### config.mk
export PLATFORM = sky130hd
export DESIGN_NAME = wtf8_to_utf16_decoder_top_flat
export DESIGN_NICKNAME = d
export VERILOG_FILES = /design/src/design/wtf8_pkg.sv /design/src/design/wtf8_ifs.sv /design/src/design/wtf8_dec.sv /design/src/design/wtf8_rsp_q.sv /design/src/design/wtf8_to_utf16_decoder_top.sv /design/src/flat_wrapper.sv
export SDC_FILE = /design/constraint.sdc
export NUM_CORES = 1
export LEC_CHECK = 0
export BUFFER_PORTS_ARGS = -buffer_cell sky130_fd_sc_hd__buf_2
export CORE_ASPECT_RATIO = 0.9
export CORE_MARGIN = 2
export CORE_UTILIZATION = 50
export DETAILED_ROUTE_END_ITERATION = 8
export PLACE_DENSITY = 0.7
export SYNTH_ARGS = -nofsm -noshare
export SYNTH_HDL_FRONTEND = slang
export SYNTH_HIERARCHICAL = 1
export SYNTH_SLANG_ARGS = --single-unit
### constraint.sdc
create_clock -name clock -period 4.5 [get_ports clock]
set_input_delay 0.9 -clock clock [delete_from_list [all_inputs] [get_ports clock]]
set_output_delay 0.9 -clock clock [all_outputs]
set_load 0.01 [all_outputs]
### src/design/wtf8_pkg.sv
// wtf8_pkg: shared types and constants for the wtf-8 to utf-16 decoder
// no dependencies; used by the decode stage, the result queue and the top level
`default_nettype none

package wtf8_pkg;

   // one utf-16 result word
   typedef struct packed {
      logic [15:0] code_unit;
      logic        bad_input;
      logic        string_done;
      logic        run_last;
   } rslt_type;

   // results caused by one input byte, at most two
   typedef struct packed {
      logic [1:0] count;
      rslt_type   first;
      rslt_type   second;
   } dec_out_type;

   // result queue sizing
   localparam int unsigned RSP_Q_DEPTH = 4;
   localparam int unsigned RSP_Q_PTR_W = $clog2(RSP_Q_DEPTH);
   localparam int unsigned RSP_Q_CNT_W = $clog2(RSP_Q_DEPTH + 1);

   // byte classes
   localparam logic [7:0] CONT_MASK  = 8'hC0;
   localparam logic [7:0] CONT_TAG   = 8'h80;
   localparam logic [7:0] E0_LOW     = 8'hA0;
   localparam logic [7:0] LEAD2_LO   = 8'hC2;
   localparam logic [7:0] LEAD2_HI   = 8'hDF;
   localparam logic [7:0] LEAD3_LO   = 8'hE0;
   localparam logic [7:0] LEAD3_HI   = 8'hEF;
   localparam logic [7:0] LEAD4_LO   = 8'hF0;
   localparam logic [7:0] LEAD4_HI   = 8'hF4;

   // second byte window of a four-byte sequence: base and span
   localparam logic [7:0] F0_BASE    = 8'h90;
   localparam logic [7:0] F0_SPAN    = 8'h30;
   localparam logic [7:0] F1_BASE    = 8'h80;
   localparam logic [7:0] F1_SPAN    = 8'h40;
   localparam logic [7:0] F4_BASE    = 8'h80;
   localparam logic [7:0] F4_SPAN    = 8'h10;

   // sequence lengths
   localparam logic [2:0] LEN_NONE   = 3'd0;
   localparam logic [2:0] LEN_TWO    = 3'd2;
   localparam logic [2:0] LEN_THREE  = 3'd3;
   localparam logic [2:0] LEN_FOUR   = 3'd4;

   // surrogate construction
   localparam logic [15:0] HI_SURR   = 16'hD800;
   localparam logic [15:0] LO_SURR   = 16'hDC00;
   localparam logic [10:0] PLANE_OFS = 11'h040;

endpackage

`default_nettype wire

### src/design/wtf8_ifs.sv
// wtf8 channel interfaces: byte request channel and utf-16 response channel
// depends on nothing; used by the top level
`default_nettype none

interface wtf8_req_if;
   logic       valid;
   logic       ready;
   logic [7:0] byte_in;
   logic       last_byte;

   modport source (output valid, output byte_in, output last_byte, input ready);
   modport sink   (input valid, input byte_in, input last_byte, output ready);
endinterface

interface wtf8_rsp_if;
   logic        valid;
   logic        ready;
   logic [15:0] code_unit;
   logic        bad_input;
   logic        string_done;
   logic        run_last;

   modport source (output valid, output code_unit, output bad_input,
                   output string_done, output run_last, input ready);
   modport sink   (input valid, input code_unit, input bad_input,
                   input string_done, input run_last, output ready);
endinterface

`default_nettype wire

### src/design/wtf8_dec.sv
// wtf8_dec: sequence state and per-byte decode into up to two utf-16 results
// depends on wtf8_pkg
`default_nettype none

module wtf8_dec (
   input  wire logic                 clock,
   input  wire logic                 reset,
   input  wire logic                 fire,
   input  wire logic [7:0]           byte_in,
   input  wire logic                 last_byte,
   output wtf8_pkg::dec_out_type     dec_out
);

   logic [2:0] exp_len_ff, exp_len_in;
   logic [1:0] seen_ff, seen_in;
   logic [4:0] lead_ff, lead_in;
   logic [7:0] second_ff, second_in;
   logic [7:0] third_ff, third_in;
   logic       drop_ff, drop_in;

   logic       fail;
   logic       ok;
   logic       opened;
   logic [7:0] base;
   logic [7:0] span;
   logic [7:0] offs;
   logic [2:0] seen_next;
   logic [10:0] top;

   always_comb begin
      exp_len_in = exp_len_ff;
      seen_in    = seen_ff;
      lead_in    = lead_ff;
      second_in  = second_ff;
      third_in   = third_ff;
      drop_in    = drop_ff;
      dec_out    = '0;
      fail       = 1'b0;
      ok         = 1'b0;
      opened     = 1'b0;
      base       = wtf8_pkg::F1_BASE;
      span       = wtf8_pkg::F1_SPAN;
      offs       = 8'd0;
      seen_next  = {1'b0, seen_ff} + 3'd1;
      top        = {lead_ff[2:0], second_ff[5:0], 2'b00} - wtf8_pkg::PLANE_OFS;

      if (drop_ff) begin
         if (last_byte) begin
            drop_in = 1'b0;
         end
      end else if (exp_len_ff == wtf8_pkg::LEN_NONE) begin
         if (!byte_in[7]) begin
            dec_out.count = 2'd1;
            dec_out.first = '{code_unit: {8'd0, byte_in}, bad_input: 1'b0,
                              string_done: last_byte, run_last: 1'b1};
         end else if (byte_in >= wtf8_pkg::LEAD2_LO && byte_in <= wtf8_pkg::LEAD2_HI) begin
            exp_len_in = wtf8_pkg::LEN_TWO;
            lead_in    = byte_in[4:0];
            opened     = 1'b1;
         end else if (byte_in >= wtf8_pkg::LEAD3_LO && byte_in <= wtf8_pkg::LEAD3_HI) begin
            exp_len_in = wtf8_pkg::LEN_THREE;
            lead_in    = {1'b0, byte_in[3:0]};
            opened     = 1'b1;
         end else if (byte_in >= wtf8_pkg::LEAD4_LO && byte_in <= wtf8_pkg::LEAD4_HI) begin
            exp_len_in = wtf8_pkg::LEN_FOUR;
            lead_in    = {2'b00, byte_in[2:0]};
            opened     = 1'b1;
         end else begin
            fail = 1'b1;
         end
         if (opened) begin
            if (last_byte) begin
               fail = 1'b1;
            end else begin
               seen_in = 2'd1;
            end
         end
      end else begin
         // continuation byte check, with tighter windows on some second bytes
         if (seen_ff == 2'd1 && exp_len_ff == wtf8_pkg::LEN_THREE) begin
            base = (lead_ff != 5'd0) ? wtf8_pkg::CONT_TAG : wtf8_pkg::E0_LOW;
            ok   = (byte_in >= base) && (byte_in < wtf8_pkg::CONT_MASK);
         end else if (seen_ff == 2'd1 && exp_len_ff == wtf8_pkg::LEN_FOUR) begin
            if (lead_ff == 5'd0) begin
               base = wtf8_pkg::F0_BASE;
               span = wtf8_pkg::F0_SPAN;
            end else if (lead_ff >= 5'd4) begin
               base = wtf8_pkg::F4_BASE;
               span = wtf8_pkg::F4_SPAN;
            end
            offs = byte_in - base;
            ok   = offs < span;
         end else begin
            ok = (byte_in & wtf8_pkg::CONT_MASK) == wtf8_pkg::CONT_TAG;
         end

         if (!ok) begin
            fail = 1'b1;
         end else if (seen_next < exp_len_ff) begin
            if (last_byte) begin
               fail = 1'b1;
            end else begin
               if (seen_ff == 2'd1) begin
                  second_in = byte_in;
               end else begin
                  third_in = byte_in;
               end
               seen_in = seen_next[1:0];
            end
         end else begin
            exp_len_in = wtf8_pkg::LEN_NONE;
            seen_in    = 2'd0;
            lead_in    = 5'd0;
            second_in  = 8'd0;
            third_in   = 8'd0;
            case (exp_len_ff)
               wtf8_pkg::LEN_TWO: begin
                  dec_out.count = 2'd1;
                  dec_out.first = '{code_unit: {5'd0, lead_ff, byte_in[5:0]},
                                    bad_input: 1'b0, string_done: last_byte,
                                    run_last: 1'b1};
               end
               wtf8_pkg::LEN_THREE: begin
                  dec_out.count = 2'd1;
                  dec_out.first = '{code_unit: {lead_ff[3:0], second_ff[5:0], byte_in[5:0]},
                                    bad_input: 1'b0, string_done: last_byte,
                                    run_last: 1'b1};
               end
               default: begin
                  // four bytes: high then low surrogate
                  dec_out.count = 2'd2;
                  dec_out.first = '{code_unit: wtf8_pkg::HI_SURR | {6'd0, top[9:0]}
                                               | {14'd0, third_ff[5:4]},
                                    bad_input: 1'b0, string_done: 1'b0,
                                    run_last: 1'b0};
                  dec_out.second = '{code_unit: wtf8_pkg::LO_SURR
                                                | {6'd0, third_ff[3:0], byte_in[5:0]},
                                     bad_input: 1'b0, string_done: last_byte,
                                     run_last: 1'b1};
               end
            endcase
         end
      end

      if (fail) begin
         exp_len_in = wtf8_pkg::LEN_NONE;
         seen_in    = 2'd0;
         lead_in    = 5'd0;
         second_in  = 8'd0;
         third_in   = 8'd0;
         drop_in    = !last_byte;
         dec_out.count  = 2'd1;
         dec_out.first  = '{code_unit: 16'd0, bad_input: 1'b1, string_done: 1'b1,
                            run_last: 1'b1};
         dec_out.second = '0;
      end
   end

   always_ff @(posedge clock) begin
      if (reset) begin
         exp_len_ff <= wtf8_pkg::LEN_NONE;
         seen_ff    <= 2'd0;
         lead_ff    <= 5'd0;
         second_ff  <= 8'd0;
         third_ff   <= 8'd0;
         drop_ff    <= 1'b0;
      end else if (fire) begin
         exp_len_ff <= exp_len_in;
         seen_ff    <= seen_in;
         lead_ff    <= lead_in;
         second_ff  <= second_in;
         third_ff   <= third_in;
         drop_ff    <= drop_in;
      end
   end

endmodule

`default_nettype wire

### src/design/wtf8_rsp_q.sv
// wtf8_rsp_q: small result queue, takes up to two words a cycle, gives one
// depends on wtf8_pkg
`default_nettype none

module wtf8_rsp_q (
   input  wire logic                  clock,
   input  wire logic                  reset,
   input  wire logic                  push,
   input  wtf8_pkg::dec_out_type      push_data,
   output logic                       room,
   output logic                       out_valid,
   input  wire logic                  out_ready,
   output wtf8_pkg::rslt_type         out_data
);

   localparam int unsigned PW = wtf8_pkg::RSP_Q_PTR_W;
   localparam int unsigned CW = wtf8_pkg::RSP_Q_CNT_W;

   wtf8_pkg::rslt_type mem_ff [wtf8_pkg::RSP_Q_DEPTH];

   logic [PW-1:0] wr_ptr_ff, wr_ptr_in;
   logic [PW-1:0] rd_ptr_ff, rd_ptr_in;
   logic [CW-1:0] count_ff, count_in;
   logic [1:0]    n_push;
   logic          pop;
   logic [PW-1:0] wr_ptr_nxt;

   always_comb begin
      n_push     = push ? push_data.count : 2'd0;
      pop        = out_valid && out_ready;
      wr_ptr_nxt = wr_ptr_ff + PW'(1);
      wr_ptr_in  = wr_ptr_ff + PW'(n_push);
      rd_ptr_in  = pop ? rd_ptr_ff + PW'(1) : rd_ptr_ff;
      count_in   = count_ff + CW'(n_push) - CW'(pop);
   end

   // room for two words regardless of the sink
   assign room      = count_ff <= CW'(wtf8_pkg::RSP_Q_DEPTH - 2);
   assign out_valid = count_ff != '0;
   assign out_data  = mem_ff[rd_ptr_ff];

   always_ff @(posedge clock) begin
      if (n_push != 2'd0) begin
         mem_ff[wr_ptr_ff] <= push_data.first;
      end
      if (n_push == 2'd2) begin
         mem_ff[wr_ptr_nxt] <= push_data.second;
      end
   end

   always_ff @(posedge clock) begin
      if (reset) begin
         wr_ptr_ff <= '0;
         rd_ptr_ff <= '0;
         count_ff  <= '0;
      end else begin
         wr_ptr_ff <= wr_ptr_in;
         rd_ptr_ff <= rd_ptr_in;
         count_ff  <= count_in;
      end
   end

endmodule

`default_nettype wire

### src/design/wtf8_to_utf16_decoder_top.sv
// wtf8_to_utf16_decoder_top: wtf-8 byte stream to utf-16 code unit stream
// depends on wtf8_pkg, wtf8_ifs (channels), wtf8_dec and wtf8_rsp_q
//
// usage
//  - req_chan carries one byte of a wtf-8 string per word, last_byte marks
//    the final byte of the string; a word moves when valid and ready are high
//  - rsp_chan carries one utf-16 code unit per word with its flags:
//    bad_input (string invalid, code_unit zero), string_done (final word of
//    the string) and run_last (final word caused by that byte)
//  - a byte gives zero, one or two words; a four-byte sequence gives a high
//    and a low surrogate on its last byte
//  - a byte's words are registered in the result queue and offered from its head
//  - throughput: one byte per cycle while req ready; the byte ending a
//    four-byte sequence queues two words, drained one per cycle on rsp ready
//  - req ready is high while the four-entry result queue has room for two
//    words; it depends only on registered queue fill, not on rsp ready
//  - when the receiver stalls the queue fills and req ready drops once three
//    or more words wait, also for bytes that give no word; nothing is lost
//  - after an error the rest of the string is skipped with no words out
//  - reset (synchronous, active high) empties the queue and closes any open
//    sequence and any skip; no clearing pass is needed
`default_nettype none

module wtf8_to_utf16_decoder_top (
   input  wire logic clock,
   input  wire logic reset,
   wtf8_req_if.sink  req_chan,
   wtf8_rsp_if.source rsp_chan
);

   logic                  fire;
   logic                  room;
   wtf8_pkg::dec_out_type dec_out;
   wtf8_pkg::rslt_type    head;

   // byte accepted when the queue can take both words of a surrogate pair
   assign req_chan.ready = room;
   assign fire           = req_chan.valid && room;

   // sequence tracking and per-byte decode
   wtf8_dec u_dec (
      .clock     (clock),
      .reset     (reset),
      .fire      (fire),
      .byte_in   (req_chan.byte_in),
      .last_byte (req_chan.last_byte),
      .dec_out   (dec_out)
   );

   // result register stage, decouples the sink from the byte side
   wtf8_rsp_q u_rsp_q (
      .clock     (clock),
      .reset     (reset),
      .push      (fire),
      .push_data (dec_out),
      .room      (room),
      .out_valid (rsp_chan.valid),
      .out_ready (rsp_chan.ready),
      .out_data  (head)
   );

   assign rsp_chan.code_unit   = head.code_unit;
   assign rsp_chan.bad_input   = head.bad_input;
   assign rsp_chan.string_done = head.string_done;
   assign rsp_chan.run_last    = head.run_last;

endmodule

`default_nettype wire

### src/flat_wrapper.sv
// flat-port wrapper written by rule: the top's interface ports become plain ports
module wtf8_to_utf16_decoder_top_flat 
  (clock, reset, req_chan_valid, req_chan_byte_in, req_chan_last_byte, req_chan_ready, rsp_chan_valid, rsp_chan_code_unit, rsp_chan_bad_input, rsp_chan_string_done, rsp_chan_run_last, rsp_chan_ready);
  wtf8_req_if req_chan_i ();
  wtf8_rsp_if rsp_chan_i ();
  input  wire logic clock;
  input  wire logic reset;
  input wire logic [$bits(req_chan_i.valid)-1:0] req_chan_valid;
  input wire logic [$bits(req_chan_i.byte_in)-1:0] req_chan_byte_in;
  input wire logic [$bits(req_chan_i.last_byte)-1:0] req_chan_last_byte;
  output wire logic [$bits(req_chan_i.ready)-1:0] req_chan_ready;
  output wire logic [$bits(rsp_chan_i.valid)-1:0] rsp_chan_valid;
  output wire logic [$bits(rsp_chan_i.code_unit)-1:0] rsp_chan_code_unit;
  output wire logic [$bits(rsp_chan_i.bad_input)-1:0] rsp_chan_bad_input;
  output wire logic [$bits(rsp_chan_i.string_done)-1:0] rsp_chan_string_done;
  output wire logic [$bits(rsp_chan_i.run_last)-1:0] rsp_chan_run_last;
  input wire logic [$bits(rsp_chan_i.ready)-1:0] rsp_chan_ready;
  assign req_chan_i.valid = req_chan_valid;
  assign req_chan_i.byte_in = req_chan_byte_in;
  assign req_chan_i.last_byte = req_chan_last_byte;
  assign req_chan_ready = req_chan_i.ready;
  assign rsp_chan_valid = rsp_chan_i.valid;
  assign rsp_chan_code_unit = rsp_chan_i.code_unit;
  assign rsp_chan_bad_input = rsp_chan_i.bad_input;
  assign rsp_chan_string_done = rsp_chan_i.string_done;
  assign rsp_chan_run_last = rsp_chan_i.run_last;
  assign rsp_chan_i.ready = rsp_chan_ready;
  wtf8_to_utf16_decoder_top u_core (.clock(clock), .reset(reset), .req_chan(req_chan_i), .rsp_chan(rsp_chan_i));
endmodule
==> results by stage, run 1 <==
Setup path:
- The cell count of the worst reg-to-reg path is 19.
- Traced cell by cell, the critical path runs through nor3_4 -> nand2_1 -> nor2_1 -> ha_1 -> xor2_1 -> ha_1 -> or4_4 -> o32a_4 -> o21a_4 -> or2_4 -> nand2_1 -> ha_1 -> inv_1 -> ha_1 -> inv_1 -> fa_1 -> xnor2_1 -> xnor2_1 -> nor2_1.
- The number of cells on the critical path is 19.
- The critical path data arrival time is 4.40 ns.
- Grouping stages by cell kind, the critical path spends the most delay in simple AND/OR/NAND/NOR gates.
- At the worst endpoint, the required time is 4.73 ns.
- The end of the critical path is u_core/u_rsp_q/count_ff[2]$_SDFF_PP0_.
- The most repeated library cell on the critical path is sky130_fd_sc_hd__ha_1.
- The cell at the slowest stage of the critical path is sky130_fd_sc_hd__or4_4.
- The class of the most critical setup path is flip-flop to flip-flop.
- The critical path starts at u_core/u_dec/lead_ff[2]$_SDFFE_PP0P_.
- The sort of element at the start of the critical path is a flip-flop.
- The worst register-to-register path has a setup slack of 0.33 ns.
- The number of buffer and inverter instances along the worst setup path is 2.
- The reg-to-reg startpoint is u_core/u_dec/lead_ff[2]$_SDFFE_PP0P_.
- The delay of the slowest critical-path stage is 0.49 ns.
- The worst setup path is captured at a flip-flop.
- Along the worst path, the maximum fanout reaches 10.
- The endpoint identified for the worst register-to-register timing path is u_core/u_rsp_q/count_ff[2]$_SDFF_PP0_.

Clock network:
- The register clock-pin slew on the reported worst setup and hold paths is 0.07 ns.
- The level count of the clock H-tree is 3.
- TritonCTS built the clock tree.
- After clock tree synthesis, the repair step resized 0 gates.
- Once the clock tree was built, the setup fixing pass inserted 0 buffers.
- The cts-stage hold buffer count is 0.
- Counting every sink on the clock net gives 108.
- The later pin in the worst-skew pair is clocked with a latency of 0.35 ns.
- The clock passes through at most 2 buffers.
- The cell at the root of the clock tree is sky130_fd_sc_hd__clkbuf_16.
- The number of clock buffers inserted by TritonCTS is 9.

STA:
- The post-route setup TNS is 0 ns.
- The worst pin sits at a relative slew slack of 0.339.
- Setup repair after global routing left no endpoint under its margin.
- The slew of the pin with the lowest slew margin is 0.990 ns.
- Clock skew on the completed layout was measured at 0.00879 ns.
- The minimum clock period after layout is 4.17 ns.
- The total count of hold-check failures in the final report came to 0.
- Of the available clock period, the critical path in the final layout requires 0.927.
- Setup violations remaining at the end of the flow were counted as 0.
- The final max-slew violation count is 0.
- The maximum operating frequency is 240 MHz.

Routing:
- The detailed-route wire length on metal 1 is 5890 um.
- In the detailed route, the total length drawn on met2 is 6460 um.
- The DRC marker count from the first detailed-route iteration is 281.
- In the routed layout, each cell is associated on average with a via count of 5.80.
- Routed signal wires occupy layers up through met4.
- For this run, the detailed router's first-pass iteration total came to 4.
- The count of nets left with antenna violations after detail routing is 0.
- The detailed route wirelength on metal3 is 746 um.
- Detailed routing inserted a total of 3900 vias.
- Dividing the detail-routed wire length by the instance count gives 19.6 um.
- The wire length after detailed routing is 13200 um.
- For this run, design rule violations remaining after detail routing come to 0.

Min path:
- In this run the most critical hold path is launched from u_core/u_dec/third_ff[3]$_SDFFE_PP0P_.
- The worst hold path belongs to the class flip-flop to flip-flop.

Layout:
- The number of nets in the finished design is 533.
- The number of antenna diodes is 0.
- The share of cells above drive strength 1 is 0.361.
- The final instance area is 6780 um2.
- Compared with the post-synthesis result, the final layout area differs by 11.4%.

Yosys:
- The total standard cell area after synthesis is 6090 um2.
- The unique cell type count in the Yosys netlist is 68.
- The number of warnings printed during yosys synthesis is 6.
- The sequential fraction of the synthesis area is 0.480.
- Dividing the synthesized area by the synthesized cell count gives 12.9 um2.
- Yosys attributes the largest share of cell area to sky130_fd_sc_hd__edfxtp_1, sky130_fd_sc_hd__mux2_2, sky130_fd_sc_hd__dfxtp_1.
- The fraction of post-synthesis cell area in the top cell type by area is 0.375.
- The fraction of synthesis flops using an asynchronous set or reset pin is 0.
- The number of register bits inferred by synthesis is 108.
- The synthesized netlist cell count is 473.
- The most instantiated flip-flop cell in the synthesis netlist is sky130_fd_sc_hd__edfxtp_1.
- The synthesized design spends more area on one cell type than any other, namely sky130_fd_sc_hd__edfxtp_1.
- The number of flops mapped to enable cells by yosys is 76.

GRT:
- The total overflow left after global routing is 0.
- Entering global routing, the biggest net connects 39 pins.
- In the global route stage, overall resource usage came out at 0.215.
- The number of antenna violations at the first check in global routing came to 0.
- The number of global-route vias before repair is 4016.
- The first global-routing pass estimated 21300 um of wire.

Power:
- The total power per unit cell area is 397 nW/um2.
- IR analysis of the VDD net gives a maximum drop of 0.174 mV.
- Summed over all cells, the static leakage comes to 2.54 nW.
- The total power after layout is 0.00269 W.

Floorplan:
- The die is 120 um wide.
- The initial utilization of the core area, before any placement, comes to 0.508.
- The cell row count is 38.
- Measured along the y axis, the die boundary spans 109 um.
- After floorplanning, the core was sized to cover 12000 um2.
- The area of the die is 13100 um2.
- In this run the count of I/O pins placed on the die edge is 34.

Place:
- The number of input and output port buffers inserted is 33.
- At the end of routability-driven placement, the weighted congestion stood at 0.920.
- Summed over all nets, the half-perimeter wirelength after detailed placement is 8730 um.
- The cell area after placement is 6490 um2.

Job:
- The tool flagged a number of max-cap violations equal to 0.

Status:
- The run finished with clean final reports.
==> area by class of cell <==
cell class	count	area (um2)
timing repair buffer	53	390
tap	160	200
inverter	19	71.3
sequential	108	2920
fill	988	5200
clock buffer	9	225
clock inverter	7	71.3
multi-input combinational	316	2900
==> Yosys cell counts, drive strengths merged (4+ instances only) <==
| master | number |
|---|---|
| nor3 | 11 |
| mux2i | 5 |
| a211oi | 5 |
| o21ai | 13 |
| or4 | 4 |
| a21oi | 12 |
| nand2 | 26 |
| nor2 | 30 |
| edfxtp | 76 |
| xnor2 | 5 |
| and2 | 13 |
| clkbuf | 9 |
| ha | 12 |
| a22o | 15 |
| inv | 19 |
| or3 | 4 |
| nor2b | 6 |
| mux4 | 19 |
| xor2 | 5 |
| mux2 | 77 |
| dfxtp | 32 |
| buf | 22 |
==> metrics by stage <==
stage	instances	worst slack, ns	utilization	hold WS [ns]
2_1_floorplan	474	0.00516	-	0.440
3_3_place_gp	656	0.106	0.541	0.460
3_5_place_dp	656	0.0144	0.541	0.466
4_1_cts	672	0.321	0.566	0.487
5_1_grt	672	0.0653	0.566	0.500
6_report	672	0.328	0.566	0.488
==> where the power goes <==
group	internal, W	leakage [nW]	switching (W)
combinational	0.000336	1.42	0.000347
clock	0.000435	0.147	0.000364
sequential	0.00115	0.971	0.0000569
total	0.00193	2.54	0.000768
==> cell families after synthesis <==
logic type / after synthesis / synth area share
fa+ha+maj: 13 / 0.0279
mux: 101 / 0.227
other cells: 1 / 0.000616
xor+xnor: 10 / 0.0144
compound gates: 72 / 0.0915
buf+inv: 50 / 0.0469
flops: 108 / 0.480
simple gates: 118 / 0.112
==> registers in the layout, summed over array words and instances, names as in the netlist, named ones only <==
name                      flops
u_core/u_rsp_q/mem_ff        76
u_core/u_dec/second_ff        6
u_core/u_dec/third_ff         6
u_core/u_dec/lead_ff          5
u_core/u_dec/exp_len_ff       3
u_core/u_rsp_q/count_ff       3
u_core/u_dec/seen_ff          2
u_core/u_rsp_q/rd_ptr_ff      2
u_core/u_rsp_q/wr_ptr_ff      2
u_core/u_dec/drop_ff          1
==> worst reg2reg max path, stage by stage (launching register included) <==
cell and delay (ns):
sky130_fd_sc_hd__dfxtp_1 0.36, sky130_fd_sc_hd__nor3_4 0.30, sky130_fd_sc_hd__nand2_1 0.12, sky130_fd_sc_hd__nor2_1 0.11, sky130_fd_sc_hd__ha_1 0.16, sky130_fd_sc_hd__xor2_1 0.07, sky130_fd_sc_hd__ha_1 0.19, sky130_fd_sc_hd__or4_4 0.49
sky130_fd_sc_hd__o32a_4 0.42, sky130_fd_sc_hd__o21a_4 0.21, sky130_fd_sc_hd__or2_4 0.30, sky130_fd_sc_hd__nand2_1 0.10, sky130_fd_sc_hd__ha_1 0.23, sky130_fd_sc_hd__inv_1 0.05, sky130_fd_sc_hd__ha_1 0.13, sky130_fd_sc_hd__inv_1 0.05
sky130_fd_sc_hd__fa_1 0.37, sky130_fd_sc_hd__xnor2_1 0.20, sky130_fd_sc_hd__xnor2_1 0.15, sky130_fd_sc_hd__nor2_1 0.05
==> worst min-delay path by stage <==
stage	endpoint	slack (ns)	cells after the start
3_3_place_gp	u_core/u_dec/third_ff[3]$_SDFFE_PP0P_	0.46	1
2_1_floorplan	u_core/u_dec/third_ff[0]$_SDFFE_PP0P_	0.44	1
5_1_grt	u_core/u_dec/third_ff[1]$_SDFFE_PP0P_	0.50	1
6_report	u_core/u_dec/third_ff[3]$_SDFFE_PP0P_	0.49	1
4_1_cts	u_core/u_dec/third_ff[3]$_SDFFE_PP0P_	0.49	1
3_5_place_dp	u_core/u_dec/third_ff[3]$_SDFFE_PP0P_	0.47	1
==> layout by cell type, fill, tap and decap left out, types with 14 or more instances in the layout <==
cell                       instances
sky130_fd_sc_hd__a22o_1           15
sky130_fd_sc_hd__buf_2            33
sky130_fd_sc_hd__buf_4            14
sky130_fd_sc_hd__dfxtp_1          32
sky130_fd_sc_hd__edfxtp_1         76
sky130_fd_sc_hd__inv_1            19
sky130_fd_sc_hd__mux2_2           67
sky130_fd_sc_hd__mux4_2           19
sky130_fd_sc_hd__nand2_1          26
sky130_fd_sc_hd__nor2_1           28
==> per-layer routing <==
layer,vias to the layer above,track usage
met5,-,0
met4,0,0.0498
met3,6,0.0445
met2,106,0.357
met1,1931,0.292
li1,1857,-
Power figures use the tool's default switching activity.
==> run 2: changes to the inputs <==
Settings changed: BUFFER_PORTS_ARGS -buffer_cell sky130_fd_sc_hd__buf_2 to unset, DONT_BUFFER_PORTS set to 1, PLACE_DENSITY 0.7 to 0.68.
==> results by stage, run 2 (synthesis gave the netlist of run 1 again) <==
Clock network:
- The number of gates resized after cts is 0.
- Clock tree synthesis selected as its root buffer the cell sky130_fd_sc_hd__clkbuf_16.
- The number of setup buffers added after CTS is 0.
- The register clock-pin slew on the reported worst setup and hold paths is 0.07 ns.
- After clock tree synthesis, the flow added hold-fix buffers numbering 0.
- The clock net in this run drives a total of 108 sinks.
- Counting along the longest clock path gives a buffer depth of 2.
- TritonCTS built the clock tree.
- The level count of the clock H-tree is 3.
- The number of clock buffers inserted by TritonCTS is 9.
- The clock latency on the worst-skew pair is 0.36 ns.

Layout:
- The number of antenna diodes is 0.
- The library cells used most frequently in the layout, excluding fill and tap cells, are sky130_fd_sc_hd__edfxtp_1, sky130_fd_sc_hd__mux2_2, sky130_fd_sc_hd__dfxtp_1.
- The area overhead of the layout relative to synthesis is 8.34%.
- The layout has 1020 filler cells.
- The register with the highest flop count is u_core/u_rsp_q/mem_ff.
- The share of cells above drive strength 1 is 0.319.
- The number of nets in the finished design is 498.
- The flip-flop count of the largest register, all copies and words added is 76.
- The largest registers in the layout are u_core/u_rsp_q/mem_ff x76, u_core/u_dec/second_ff x6, u_core/u_dec/third_ff x6.
- The most frequent standard cell in the layout excluding fill and tap cells is sky130_fd_sc_hd__edfxtp_1.

Job:
- The number of violations of the max-capacitance limit is 0.

Place:
- The wire-length estimate of the detail-placed layout is 8780 um.
- Routability-driven placement finished with a final weighted congestion of 0.933.
- The count of buffers added on input and output ports is 0.

Setup path:
- The data required time of the worst path is 4.75 ns.
- The worst-path maximum fanout is 7.
- The sort of element at the start of the critical path is a flip-flop.
- In this run the worst setup path begins at u_core/u_dec/lead_ff[0]$_SDFFE_PP0P_.
- In this run the critical register-to-register path is launched from u_core/u_dec/lead_ff[0]$_SDFFE_PP0P_.
- For the worst setup path, the data arrival time is 4.44 ns.
- The sort of element at the end of the critical path is a flip-flop.
- The worst setup path is of the flip-flop to flip-flop kind.

STA:
- The worst-case headroom to the max-slew limit is 0.329.
- The maximum operating frequency is 239 MHz.
- The total count of hold-check failures in the final report is 0.
- The final max-slew violation count was 0.
- After routing, the total negative slack on setup checks comes to 0 ns.
- The smallest clock period supported by the final layout is computed as 4.19 ns.
- The slew of the pin with the lowest slew margin is 1.01 ns.
- Setup repair after global routing left no endpoint under its margin.
- The final period utilization is 0.930.
- The worst clock skew on the final layout is 0.00556 ns.
- Setup violations remaining at the end of the flow were counted as 0.

GRT:
- The number of global-route vias before repair is 3905.
- The global-route wire length before repair is 21400 um.
- The number of antenna violations at the first check in global routing is 0.
- In the global route stage, overall resource usage came out at 0.217.
- Entering global routing, the biggest net connects 30 pins.
- The total grt overflow is 0.

Min path:
- The hold path startpoint is u_core/u_dec/third_ff[3]$_SDFFE_PP0P_.
- The class of the tightest hold or removal check is flip-flop to flip-flop.

Routing:
- The routed wire length per instance is 20.8 um.
- The detail-routed via count per cell is 6.01.
- Summing over every cut layer, the via total after detailed routing is 3828.
- The first detailed-routing pass took 5 iterations.
- The number of remaining DRC errors is 0.
- The DRC marker count from the first detailed-route iteration is 261.
- The wire length after detailed routing is 13200 um.
- In this run the remaining antenna-violating nets after routing total 0.

Power:
- Overall power consumption after layout is estimated at 0.00260 W.
- The total power per unit cell area is 394 nW/um2.
- IR analysis of the VDD net gives a maximum drop of 0.178 mV.
- For this design the static power due to leakage is 2.38 nW.

Floorplan:
- The overall die height is 109 um.
- The initial utilization of the core area, before any placement, comes to 0.508.
- The cell row count is 38.
- The core region is 12000 um2.
- During I/O placement, the number of pins put on the boundary was 34.
- The die covers 13100 um2.
- From left edge to right edge, the die measures 120 um.

Status:
- The flow ran to the end, and the final reports show no timing, DRC or antenna violations.
==> run 2: changes by cell type in the layout (fill, tap and decap cells not counted), sizes merged <==
| cell | previous run | this run |
|---|---|---|
| buf | 53 | 18 |
| bufinv | 1 | 0 |
| clkinv | 3 | 2 |
| clkinvlp | 0 | 1 |
| inv | 22 | 23 |
==> run 2: layer usage <==
metal	vias to the layer above	wire [um]	GRT usage
met1	1937	5980	0.284
met4	0	135	0.0648
met5	-	0	0
met2	100	6430	0.358
li1	1780	-	-
met3	11	699	0.0586
==> run 2: cell type report <==
class,instances,area [um2],area share
Inverter,19,71.3,0.0108
Clock inverter,7,63.8,0.00967
Sequential cell,108,2920,0.443
Multi-Input combinational cell,316,2900,0.440
Clock buffer,9,225,0.0341
Timing Repair Buffer,18,210,0.0319
Tap cell,160,200,0.0303
==> run 2: metrics by stage <==
step | hold WS [ns] | instance area, um2 | util | worst slack (ns) | instances
final | 0.481 | 6600 | 0.551 | 0.314 | 637
after global placement | 0.455 | 6310 | 0.526 | 0.159 | 621
after floorplan | 0.440 | 6120 | - | 0.00516 | 474
after global routing | 0.488 | 6600 | 0.551 | 0.0635 | 637
after CTS | 0.479 | 6600 | 0.551 | 0.303 | 637
after detailed placement | 0.460 | 6310 | 0.526 | 0.0666 | 621
==> run 2: worst paths after layout <==
check                                               end  slack [ns]  depth (start not counted)
setup / recovery  u_core/u_rsp_q/count_ff[2]$_SDFF_PP0_        0.31                         20
hold / removal    u_core/u_dec/third_ff[3]$_SDFFE_PP0P_        0.48                          1
setup reg to reg  u_core/u_rsp_q/count_ff[2]$_SDFF_PP0_        0.31                         20
hold reg to reg   u_core/u_dec/third_ff[3]$_SDFFE_PP0P_        0.48                          1
==> run 2: critical path: stages (launching register included) <==
cell	delay [ns]
sky130_fd_sc_hd__dfxtp_1	0.47
sky130_fd_sc_hd__nor2_1	0.14
sky130_fd_sc_hd__nand2_1	0.12
sky130_fd_sc_hd__nor2_1	0.05
sky130_fd_sc_hd__ha_1	0.18
sky130_fd_sc_hd__xor2_1	0.14
sky130_fd_sc_hd__ha_1	0.19
sky130_fd_sc_hd__or4_4	0.49
sky130_fd_sc_hd__o32ai_2	0.39
sky130_fd_sc_hd__a31o_2	0.21
sky130_fd_sc_hd__nor2b_1	0.17
sky130_fd_sc_hd__or2_4	0.15
sky130_fd_sc_hd__nand2_1	0.06
sky130_fd_sc_hd__ha_1	0.29
sky130_fd_sc_hd__inv_1	0.06
sky130_fd_sc_hd__ha_1	0.13
sky130_fd_sc_hd__inv_1	0.05
sky130_fd_sc_hd__fa_1	0.38
sky130_fd_sc_hd__xnor2_1	0.20
sky130_fd_sc_hd__xnor2_1	0.15
sky130_fd_sc_hd__nor2_1	0.06
==> run 2: power by group <==
part / leakage, nW / switching [W] / internal, W
clock network: 0.142 / 0.000391 / 0.000390
logic: 1.28 / 0.000325 / 0.000282
registers: 0.965 / 0.0000577 / 0.00116
